[src/rtl/core/stm_pkg.sv]
package stm_pkg;

    localparam int MAX_REQUESTS = 1024;
    localparam int MAX_OFFERS   = 1024;
    localparam int VAL_W        = 32;
    localparam int CNT_W        = 11;
    localparam int REQ_AW       = $clog2(MAX_REQUESTS);
    localparam int OFF_AW       = $clog2(MAX_OFFERS);

    localparam logic [1:0] MODE_REQ = 2'd0;
    localparam logic [1:0] MODE_OFF = 2'd1;
    localparam logic [1:0] MODE_RUN = 2'd2;

    typedef struct packed {
        logic [1:0]       mode;
        logic [VAL_W-1:0] item_value;
    } t_in;

    typedef struct packed {
        logic [CNT_W-1:0] match_count;
        logic             overflow_seen;
    } t_out;

    typedef enum logic [2:0] {
        S_IDLE,
        S_INS_CHK,
        S_INS_CMP,
        S_RUN_CHK,
        S_RUN_CMP,
        S_EMIT
    } t_state;

    typedef struct packed {
        logic cap;
        logic put_val;
        logic rd_prev;
        logic shift;
        logic run_rd;
        logic run_cmp;
        logic emit;
    } t_cmd;

    typedef struct packed {
        logic full;
        logic pos_zero;
        logic gt;
        logic run_end;
    } t_sts;

endpackage

[src/rtl/core/stm_ctrl.sv]
module stm_ctrl
    import stm_pkg::*;
(
    input  logic       i_clk,
    input  logic       i_rst_n,
    input  logic       i_acc,
    input  logic [1:0] i_mode,
    input  t_sts       i_sts,
    output t_cmd       o_cmd,
    output logic       o_busy
);

    t_state r_state, n_state;

    always_ff @(posedge i_clk) begin
        if (!i_rst_n) begin
            r_state <= S_IDLE;
        end else begin
            r_state <= n_state;
        end
    end

    always_comb begin
        n_state = r_state;
        case (r_state)
            S_IDLE: begin
                if (i_acc) begin
                    if (i_mode == MODE_RUN) begin
                        n_state = S_RUN_CHK;
                    end else if ((i_mode inside {MODE_REQ, MODE_OFF}) && !i_sts.full) begin
                        n_state = S_INS_CHK;
                    end
                end
            end
            S_INS_CHK: n_state = i_sts.pos_zero ? S_IDLE : S_INS_CMP;
            S_INS_CMP: n_state = i_sts.gt ? S_INS_CHK : S_IDLE;
            S_RUN_CHK: n_state = i_sts.run_end ? S_EMIT : S_RUN_CMP;
            S_RUN_CMP: n_state = S_RUN_CHK;
            S_EMIT:    n_state = S_IDLE;
            default:   n_state = S_IDLE;
        endcase
    end

    always_comb begin
        o_cmd = '0;
        case (r_state)
            S_IDLE:    o_cmd.cap = i_acc;
            S_INS_CHK: begin
                o_cmd.put_val = i_sts.pos_zero;
                o_cmd.rd_prev = !i_sts.pos_zero;
            end
            S_INS_CMP: begin
                o_cmd.shift   = i_sts.gt;
                o_cmd.put_val = !i_sts.gt;
            end
            S_RUN_CHK: o_cmd.run_rd = !i_sts.run_end;
            S_RUN_CMP: o_cmd.run_cmp = 1'b1;
            S_EMIT:    o_cmd.emit = 1'b1;
            default:   o_cmd = '0;
        endcase
    end

    assign o_busy = (r_state != S_IDLE);

endmodule

[config.mk]
export PLATFORM = sky130hd
export DESIGN_NAME = stm_ctrl
export DESIGN_NICKNAME = d
export VERILOG_FILES = /design/src/rtl/core/stm_pkg.sv /design/src/rtl/core/stm_ctrl.sv
export SDC_FILE = /design/constraint.sdc
export NUM_CORES = 1
export LEC_CHECK = 0
export ABC_AREA = 1
export BUFFER_PORTS_ARGS = -buffer_cell sky130_fd_sc_hd__buf_2
export CAP_MARGIN = 20
export CORE_AREA = 2 2 39 41
export DETAILED_ROUTE_END_ITERATION = 16
export DIE_AREA = 0 0 41 43
export GPL_TIMING_DRIVEN = 0
export PLACE_DENSITY = 0.39
export SYNTH_ARGS = -nofsm -noshare
export SYNTH_HDL_FRONTEND = slang
export SYNTH_SLANG_ARGS = --single-unit
[constraint.sdc]
create_clock -name i_clk -period 0.94 [get_ports i_clk]
set_input_delay 0.141 -clock i_clk [delete_from_list [all_inputs] [get_ports i_clk]]
set_output_delay 0.141 -clock i_clk [all_outputs]
set_load 0.05 [all_outputs]
# == Yosys cells after proc, flatten, opt, wreduce, memory -nomap -nowiden ==
# Index checks and enable logic that the tools add are counted.
# word_totals
memories,0
inputBits,9
mem_bits_rw,0
output_inout_bits,8
elab_cells,34
latch_bits,0
ff_bits,3
rom_bits,0
# classes
n_addsub,0
reduce_logical,10
mul,0
bitwise_logic,0
div_mod_pow,0
shifts,0
eq_ne,9
n_lt_le_gt_ge,0
muxes,14
# ops
op,count
$pmux 3 s5,1
$mux 3,3
$mux 1,8
$eq 3x2->1 const B,2
$eq 3x3->1 const B,2
$logic_not 1->1,4
$eq 3x1->1 const B,1
$logic_not 3->1,1
$ne 3x3->1 const B,1
$reduce_bool 3->1,1
$eq 2x1->1 const B,1
$eq 2x2->1 const B,1
$logic_not 2->1,1
$mux 2,1
$ne 2x2->1 const B,1
$pmux 1 s2,1
$reduce_and 2->1,1
$reduce_bool 2->1,1
$logic_and 1x1->1,1

# == Logic depth before layout (Yosys ltp) ==
# logic_depth
depth_word,7
ltp_mapped,7
ltp_nobuf,7

# == Worst setup path after synthesis ==
# OpenSTA, ideal clock, no wires.
# synth_path
kind,reg2out
start,register r_state[0]
end,output port o_cmd[0] in the netlist's numbering
path_buffers,0
t_required_ps,799
setup_slack_ps,-733
stages_incl_launch_ff,3
t_arrival_ps,1532
path_cell_list,dfxtp_1 inv_2 nor3_1
# synth_rtl
element,line,text
start: declaration,stm_ctrl.sv:13,"t_state r_state, n_state;"
start signal: assignment,stm_ctrl.sv:19,r_state <= n_state;
end: declaration,stm_ctrl.sv:9,"output t_cmd o_cmd,"

==> impl_results.md <==
* Status: complete, but fails checks
* Failing checks: negative setup slack
* FMAX at 785.3 MHz
* Final std cells w/o fill at 94
* Max-slew violations at 0
* Tightest Pin Transition at 0.1764 ns
* Fraction of the mapped netlist area in simple logic gates at 56.22%
* # rows at 14
* Adder-cell area share of the yosys netlist at 0%
* Root buf cell: clkbuf_4
* Final Worst Setup Slack at -0.3333 ns
* Fin Hold WS at 0.1494 ns
* Number of cells on the critical path at 6
* Via-per-instance ratio at 4.085
* Global-route wire length before repair at 1497 um
* TritonRoute pass-1 iters at 2
* Largest family of logic cells by synthesized area: simple AND/OR/NAND/NOR gates
* Drt drc at 0
* Crit-path max FO at 4
* Final setup viols at 10
* Via count at 384
* Leading area contributor after synthesis: dfxtp_1
* Pre-CTS setup slack at -0.2671 ns
* Yosys reg bits at 3
* Core Area at 0.001384 mm2
* CP endpoint: o_cmd[6]
* Warnings, synthesis at 0
* Dpl cells at 77
* EDFF count, synth at 0
* Clock Latency Late Sink at 0.23 ns
* # fillers at 135
* XOR/XNOR Fraction of Synth Area at 0%
* RSZ-0062 raised after global routing: true
* All-layer global routing usage at 12.54%
* Gpl congestion at 0.6282
* WS Path Type: flop to output port
* Initial Util at 18.17%
* Routed length per instance at 8.596 um
* CTS tree: yes
* CP peak stage delay at 0.36 ns
* CP startpoint: r_state[0]$_SDFFE_PN0P_
* Crit. End Element: output port
* Fin crit share at 135.5%
* Leakage at 0.3203 nW
* Number of global-route vias before repair at 377
* Maxcap violations at 0
* Biggest regs: r_state: 3 flops
* WL final at 808 um
* Multiplexer share of the synthesized area at 0%
* Most frequent cell after synthesis: inv_1
* # H-tree levels at 1
* Post-synth top area share at 23.88%
* Worst-path clk slew at 0.04 ns
* Max Root-Sink Buffers at 2
* Yosys cell types at 11
* Post-synth ARST share at 0%
* CP top delay family: flip-flops
* Final clock skew at 0.002892 ns
* Top-Level Pins at 17
* Hold path depth at 3
* Synthesized cell area at 251.5 um2
* DRT antenna net count at 0
* Die area at 0.001763 mm2
* CTS Hold Bufs at 0
* Worst min path class: primary input to flop
* Startpoint Class: flop
* Hold Vio Cnt, Final at 0
* R2R Path Start: r_state[0]$_SDFFE_PN0P_
* Syn avg cell area at 5.589 um2
* Synth Flop Type: dfxtp_1
* Die Y at 43 um
* Final HPWL DP at 554 um
* Largest reg by FF count: r_state
* Synth top area cells: dfxtp_1 (24%), nor2_2 (12%), inv_1 (12%)
* Fin nets at 88
* Antenna violations before repair at 0
* R2R setup slack at -0.10 ns
* I/O Buffers at 16
* Largest register FFs at 3
* ANT cells at 0
* Slew Limit Headroom at 88.21%
* CTS sink cnt at 3
* Area Overhead vs Synth at 167.7%
* VDD IR max at 727.7 uV
* Pwr per Cell Area at 1184 mW/mm2
* CP max-delay cell: dfxtp_4
* Synthesized instance count at 45
* Grt total ovfl at 0
* First DRT Iteration DRCs at 3
* Layout cells sized above 1 at 75.64%
* Final min period at 1.273 ns
* Crit path required time at 0.80 ns
* Crit path buffers/inverters at 3
* Die X-Extent at 41 um
* FF-to-FF path depth at 7
* CTS Buf Count at 3
* Syn Nets at 54
* Commonest cells post-synth: inv_1 (8), nand2_1 (7), nor2_1 (7), nor2_2 (5), inv_2 (4)
* Critical-path cell list: inv_6 > nand2_8 > nor2_4 > inv_6 > nor2_4 > buf_6
* Reg2reg end: r_state[0]$_SDFFE_PN0P_
* Worst path arrival time at 1.13 ns
* Register area share after synthesis at 23.88%
* Largest net degree at the start of global routing at 7
* Compound-cell area share of the yosys netlist at 1.990%
-- power by group --
part	switching, mW	total (mW)	internal [mW]
combinational	0.236	0.426	0.191
sequential	0.0195	0.154	0.135
clock	0.0579	0.216	0.158
total	0.313	0.797	0.484
-- per-stage QoR --
| step | setup TNS (ns) | total power [mW] | cell area [um2] | util (%) |
|---|---|---|---|---|
| 4_1_cts | -2.665 | 0.7756 | 639.4 | 46.20 |
| 6_report | -2.566 | 0.7971 | 673.1 | 48.64 |
| 3_5_place_dp | -1.207 | 0.4391 | 445.4 | 32.19 |
| 3_3_place_gp | -1.254 | 0.4408 | 445.4 | 32.19 |
| 2_1_floorplan | -0.6873 | 0.3784 | 345.3 | - |
| 5_1_grt | -3.201 | 0.8632 | 673.1 | 48.64 |
-- area by class of cell --
type	count	area (um2)	area share [%]
tap	16	20.02	2.974
sequential	3	71.32	10.59
clock buffer	4	26.28	3.903
timing repair buffer	28	239.0	35.50
timing repair inverter	1	6.256	0.9294
inverter	12	67.56	10.04
multi-input combinational	30	242.7	36.06
-- worst min path at each step --
stage	startpoint	end
detailed placement	i_rst_n	r_state[2]$_SDFFE_PN0P_
global placement	i_rst_n	r_state[2]$_SDFFE_PN0P_
global route	i_rst_n	r_state[2]$_SDFFE_PN0P_
finish	i_rst_n	r_state[2]$_SDFFE_PN0P_
CTS	i_rst_n	r_state[2]$_SDFFE_PN0P_
floorplan	i_rst_n	r_state[2]$_SDFFE_PN0P_
-- worst reg2reg max path, delay by kind of cell, from the launching register on --
family	cells	cell delay (ns)
buf+inv	2	0.22
flops	1	0.36
simple gates	5	0.36
-- layer usage --
metal	wire [um]	global-route usage, %	up-vias
li1	-	-	201
met1	364	16.03	178
met2	427	17.81	5
met3	15	3.141	0
met4	0	8.000	0
met5	0	0	-
-- cells in the final DEF, fill, tap and decap left out --
master / count
buf_2: 8
buf_4: 9
buf_6: 9
buf_8: 2
clkbuf_1: 1
clkbuf_4: 3
dfxtp_4: 3
inv_1: 6
inv_2: 2
inv_4: 1
inv_6: 3
inv_8: 1
nand2_1: 6
nand2_2: 3
nand2_8: 1
nand3_1: 2
nand3_4: 1
nand4_1: 3
nor2_1: 1
nor2_2: 5
nor2_4: 6
nor3_4: 1
o21ai_4: 1
-- cell families after synthesis --
family / Yosys count
simple gates: 29
compound gates: 1
flops: 3
buf+inv: 12
-- timing repair --
item | 4_1_cts | 5_1_grt
gates resized for setup | 23 | 10
buffers inserted | 11 | 2
gates cloned | 1 | 0
setup endpoints to repair | 10 | 10
pin swaps | 9 | 4
(Power assumes the default switching activity.)
